[src/rtl/lsp_pkg.sv]
// ----------------------------------------------------------------------------
// lsp_pkg
// sizes, hash constants and shared types of the loglog spread prefilter
// ----------------------------------------------------------------------------
package lsp_pkg;

   // level memory depth, a power of two
   localparam int NUM_REGS   = 4096;
   localparam int HASHES     = 3;

   localparam int IDX_W      = $clog2(NUM_REGS);
   localparam int SLOT_W     = (HASHES > 1) ? $clog2(HASHES) : 1;
   localparam int ISSUE_W    = $clog2(2 * HASHES);
   localparam int LEVEL_W    = 4;
   localparam int SEED_W     = 31;
   localparam int WORD_W     = 32;
   localparam int CSR_ADDR_W = 4;
   localparam int CSR_DATA_W = 32;

   localparam logic [LEVEL_W-1:0] CAP_NORMAL   = 4'd5;
   localparam logic [LEVEL_W-1:0] CAP_PER_FLOW = 4'd10;

   // murmur3 x86_32 constants, one 4-byte block
   localparam logic [WORD_W-1:0] MUR_C1  = 32'hcc9e2d51;
   localparam logic [WORD_W-1:0] MUR_C2  = 32'h1b873593;
   localparam logic [WORD_W-1:0] MUR_N   = 32'he6546b64;
   localparam logic [WORD_W-1:0] MUR_LEN = 32'd4;
   localparam logic [WORD_W-1:0] MUR_F1  = 32'h85ebca6b;
   localparam logic [WORD_W-1:0] MUR_F2  = 32'hc2b2ae35;

   typedef enum logic [1:0] {
      REG_MODE,
      REG_SEED_ZERO,
      REG_SEED_ONE,
      REG_SEED_TWO
   } csr_reg_type;

   // what travels with a word through the hash pipeline
   typedef struct packed {
      logic              is_elem;
      logic [SLOT_W-1:0] slot;
   } hash_tag_type;

endpackage

[src/rtl/lsp_hash.sv]
// ----------------------------------------------------------------------------
// lsp_hash
// six-stage murmur3 x86_32 pipeline over one 32-bit word, one word a cycle
// ----------------------------------------------------------------------------
module lsp_hash (
   input  logic                         clock,
   input  logic                         reset,
   input  logic                         in_valid,
   input  lsp_pkg::hash_tag_type        in_tag,
   input  logic [lsp_pkg::WORD_W-1:0]   in_word,
   input  logic [lsp_pkg::SEED_W-1:0]   in_seed,
   output logic                         out_valid,
   output lsp_pkg::hash_tag_type        out_tag,
   output logic [lsp_pkg::WORD_W-1:0]   out_hash
);
   import lsp_pkg::*;

   localparam int LAT = 6;

   logic [LAT-1:0]    vld_ff;
   hash_tag_type      tag_ff [LAT];

   logic [WORD_W-1:0] s1_k_ff;
   logic [SEED_W-1:0] s1_seed_ff;
   logic [WORD_W-1:0] s2_k_ff;
   logic [SEED_W-1:0] s2_seed_ff;
   logic [WORD_W-1:0] s3_a_ff;
   logic [WORD_W-1:0] s4_b_ff;
   logic [WORD_W-1:0] s5_d_ff;
   logic [WORD_W-1:0] s6_h_ff;

   logic [WORD_W-1:0] s2_rot;
   logic [WORD_W-1:0] s3_a_in;
   logic [WORD_W-1:0] s5_c;
   logic [WORD_W-1:0] s6_h_in;

   always_comb begin
      logic [WORD_W-1:0] h0;
      logic [WORD_W-1:0] h1;
      logic [WORD_W-1:0] h2;
      logic [WORD_W-1:0] h3;
      s2_rot  = {s1_k_ff[16:0], s1_k_ff[31:17]};
      h0      = {1'b0, s2_seed_ff} ^ s2_k_ff;
      h1      = {h0[18:0], h0[31:19]};
      h2      = (h1 << 2) + h1 + MUR_N;
      h3      = h2 ^ MUR_LEN;
      s3_a_in = h3 ^ (h3 >> 16);
      s5_c    = s4_b_ff ^ (s4_b_ff >> 13);
      s6_h_in = s5_d_ff ^ (s5_d_ff >> 16);
   end

   always_ff @(posedge clock) begin
      if (reset) begin
         vld_ff <= '0;
      end else begin
         vld_ff <= {vld_ff[LAT-2:0], in_valid};
      end
   end

   always_ff @(posedge clock) begin
      tag_ff[0] <= in_tag;
      for (int i = 1; i < LAT; i++) begin
         tag_ff[i] <= tag_ff[i-1];
      end
      s1_k_ff    <= in_word * MUR_C1;
      s1_seed_ff <= in_seed;
      s2_k_ff    <= s2_rot * MUR_C2;
      s2_seed_ff <= s1_seed_ff;
      s3_a_ff    <= s3_a_in;
      s4_b_ff    <= s3_a_ff * MUR_F1;
      s5_d_ff    <= s5_c * MUR_F2;
      s6_h_ff    <= s6_h_in;
   end

   assign out_valid = vld_ff[LAT-1];
   assign out_tag   = tag_ff[LAT-1];
   assign out_hash  = s6_h_ff;

endmodule

[config.mk]
export PLATFORM = sky130hd
export DESIGN_NAME = lsp_hash
export DESIGN_NICKNAME = d
export VERILOG_FILES = /design/src/rtl/lsp_pkg.sv /design/src/rtl/lsp_hash.sv
export SDC_FILE = /design/constraint.sdc
export NUM_CORES = 2
export LEC_CHECK = 0
export BUFFER_PORTS_ARGS = -buffer_cell sky130_fd_sc_hd__buf_2
export CAP_MARGIN = 10
export CORE_MARGIN = 1
export CORE_UTILIZATION = 55
export DETAILED_ROUTE_END_ITERATION = 7
export GPL_TIMING_DRIVEN = 0
export HOLD_SLACK_MARGIN = 0.05
export PLACE_DENSITY = 0.73
export SYNTH_ARGS = -nofsm -noshare
export SYNTH_HDL_FRONTEND = slang
export SYNTH_SLANG_ARGS = --single-unit
[constraint.sdc]
create_clock -name clock -period 9.8 [get_ports clock]
set_input_delay 1.96 -clock clock [delete_from_list [all_inputs] [get_ports clock]]
set_output_delay 1.96 -clock clock [all_outputs]
set_load 0.05 [all_outputs]
==> flow_summary.json <==
{
  "post_cts_resized": 0,
  "grt-ovfl-total": 0,
  "synth_edf_count": 0,
  "drt-total-wl_um": 92580,
  "critPathSlowestCell": "xor2_1",
  "cts_sinks": 278,
  "placedCellCount": 5110,
  "path_max_fanout": 6,
  "outcome": "complete, no violations",
  "postSynth.asyncResetShare": 0,
  "grt_pass1_vias": 29030,
  "grt_use_total": 0.2544,
  "num-nets-final": 5791,
  "yosysUniqueCellTypes": 61,
  "route.vias.total": 26130,
  "cts_inserted_buffers": 35,
  "synth.top_cell.area_share": 0.3522,
  "r2r_cells": 24,
  "hold_buffers": 0,
  "yosys_warnings": 0,
  "synthCells": 4037,
  "routabilityCongestion": 0.9525,
  "layout-drive-gt1-share": 0.04164,
  "dp_hpwl_um": 82970,
  "rsz0062_at_grt": "false",
  "fin_util": 0.5960,
  "path_clk_slew_ns": 0.06,
  "drt-vias-per-instance": 5.050,
  "finClkSkew_ns": 0.03286,
  "slew_headroom": 0.2843,
  "post_drt_wl_per_cell_um": 17.90,
  "die_height_um": 277.0,
  "path_depth": 24,
  "cpLargestDelayFamily": "adder cells",
  "finalSetupViolCount": 0,
  "fin_crit_sh": 0.8357,
  "crit_type": "reg2reg",
  "postCtsSetupBuffers": 0,
  "fp.dieW_um": 277.0,
  "worst_hold_path_type": "reg2reg",
  "coreArea_mm2": 0.07470,
  "hold_depth": 0,
  "clk_path_buf_depth": 3,
  "fillCellCount": 6244,
  "cp-start-kind": "flip-flop",
  "hold_viol": 0,
  "synth_nets": 5650,
  "cp_data_arrival_time_ns": 8.58,
  "critPathCaptureType": "flip-flop",
  "avgSynthCellArea_um2": 10.31,
  "drc": 0,
  "first_pass_iters": 5,
  "synthToLayoutAreaGrowth_pct": 7.010,
  "port-buffer-count": 104,
  "fmax_mhz": 122.1,
  "die_area_mm2": 0.07675,
  "critPathBufInv": 5,
  "final_cells": 5173,
  "finalSetupTns_ns": 0,
  "grt_pass1_wl_um": 151300,
  "max_slew.worst_pin.slew_ns": 1.047,
  "yosys_most_used_dff": "dfxtp_1",
  "required_ns": 10.19,
  "ys_seq_elements": 278,
  "max_stage_delay_ns": 0.64,
  "boundaryPins": 105,
  "yosysSeqAreaShare": 0.1338,
  "antenna_found_initial": 1,
  "cp_common_cell": "fa_1",
  "drtAntennaViolNets": 0,
  "post-route-min-period_ns": 8.190,
  "syn_area_mm2": 0.04161,
  "synth_area_leaders": "fa_1 (35%), ha_1 (24%), dfxtp_1 (13%), inv_1 (12%), xnor2_1 (4.8%)",
  "grt_max_degree": 14,
  "rows": 100,
  "h-tree-depth": 2,
  "first_iter_violations": 1132,
  "synth_top_area_cell": "fa_1",
  "slew_violations": 0,
  "cap_viol_max_count": 0,
  "clkLatencyLatePin_ns": 0.56,
  "start_util": 0.5570,
  "cts_root_buf": "clkbuf_16",
  "cts_tree": "yes",
  "path_cells": "xor2_1, ha_1, ha_1, a21oi_1, fa_1, fa_1, inv_1, fa_1, inv_1, fa_1, inv_1, fa_1, inv_1, fa_1, inv_1, ha_1, a21o_1, a21o_1, a21o_1, a211o_1, a2111oi_2, o21bai_1, a21oi_1, xnor2_1"
}
-- layout make-up --
class | instances | area [µm²] | share of cell area
tap | 969 | 1212 | 0.02723
clock buffer | 47 | 973.4 | 0.02186
clock inverter | 15 | 200.2 | 0.004496
sequential | 278 | 5565 | 0.1250
antenna | 1 | 2.502 | 0.00005621
timing repair buffer | 104 | 520.5 | 0.01169
buffer | 1 | 3.754 | 0.00008431
inverter | 1327 | 4981 | 0.1119
multi-input combinational | 2431 | 31060 | 0.6977
-- stage by stage --
stage          hold WS (ns)  worst slack, ns  instance area, µm²
6_report             0.3223            1.610               44520
2_1_floorplan        0.3096            2.529               41610
4_1_cts              0.3212            1.726               44520
3_5_place_dp         0.3121            1.723               43350
3_3_place_gp         0.3098            1.704               43340
5_1_grt              0.3275            1.362               44520
-- synth_stat cells (10+ instances only) --
| cell | instances |
|---|---|
| ha_1 | 812 |
| inv_1 | 1327 |
| and3_1 | 12 |
| nand2b_1 | 17 |
| nor2_1 | 65 |
| nand3_1 | 21 |
| nor3_1 | 12 |
| a21o_1 | 54 |
| nand2_1 | 44 |
| fa_1 | 732 |
| xnor2_1 | 229 |
| a21oi_1 | 105 |
| o21bai_1 | 15 |
| a211oi_1 | 10 |
| nor2b_1 | 19 |
| o21ai_1 | 12 |
| dfxtp_1 | 278 |
| o21ai_0 | 45 |
| o21a_1 | 14 |
| xor2_1 | 109 |
| a31oi_1 | 10 |
-- state kept, by name, indices dropped and copies added (netlist names), 31 cells and up --
signal and cells:
out_hash 32, s1_k_ff 32, s2_k_ff 32, s3_a_ff 32
s4_b_ff 32, s5_d_ff 32, s1_seed_ff 31, s2_seed_ff 31
-- worst register-to-register path: cells and delay by family (launching register included) --
kind            cells  cell delay (ns)
flops               1             0.62
compound gates      8             2.11
buf+inv             5             0.26
fa+ha+maj           9             4.07
xor+xnor            2             0.95
-- per-layer routing --
| metal | wire length [µm] | part of all wire | vias to the layer above | GRT usage |
|---|---|---|---|---|
| li1 | - | - | 12470 | - |
| met1 | 38200 | 0.41 | 12960 | 0.3155 |
| met2 | 46630 | 0.50 | 530 | 0.4537 |
| met3 | 4297 | 0.046 | 167 | 0.03155 |
| met4 | 3443 | 0.037 | 2 | 0.09117 |
| met5 | 12 | 0.00013 | - | 0 |
-- path summary, 6_finish.rpt --
check                            start                    to  slack (ns)
hold reg to reg   tag_ff[4][0]$_DFF_P_  tag_ff[5][0]$_DFF_P_        0.32
setup / recovery   s4_b_ff[20]$_DFF_P_   s5_d_ff[30]$_DFF_P_        1.61
hold / removal    tag_ff[4][0]$_DFF_P_  tag_ff[5][0]$_DFF_P_        0.32
setup reg to reg   s4_b_ff[20]$_DFF_P_   s5_d_ff[30]$_DFF_P_        1.61
-- kinds of logic (layout without fill, tap and decap cells) --
family                     Yosys count  in the layout  synth area share
adders and majority gates         1544           1544            0.5964
buffers and inverters             1328           1494            0.1198
and+or+nand+nor                    225            225           0.02679
xor gates and xnor gates           340            340           0.07223
DFF                                278            278            0.1338
AOI/OAI and AO/OA                  322            322           0.05100
other                                0              1                 0
-- layout by cell type (no fill, tap or decap), types with 44 or more instances in the layout --
cell / synthesis / layout
a21oi_1: 105 / 105
fa_1: 732 / 732
xor2_1: 109 / 108
o21ai_0: 45 / 45
ha_1: 812 / 812
nor2_1: 65 / 65
nand2_1: 44 / 44
buf_2: 0 / 104
xnor2_1: 229 / 229
dfxtp_1: 278 / 278
inv_1: 1327 / 1327
a21o_1: 54 / 54
Power is left out: the tool's default activity adds up to more than one toggle a clock period on the data nets, which glitch-free logic cannot reach.
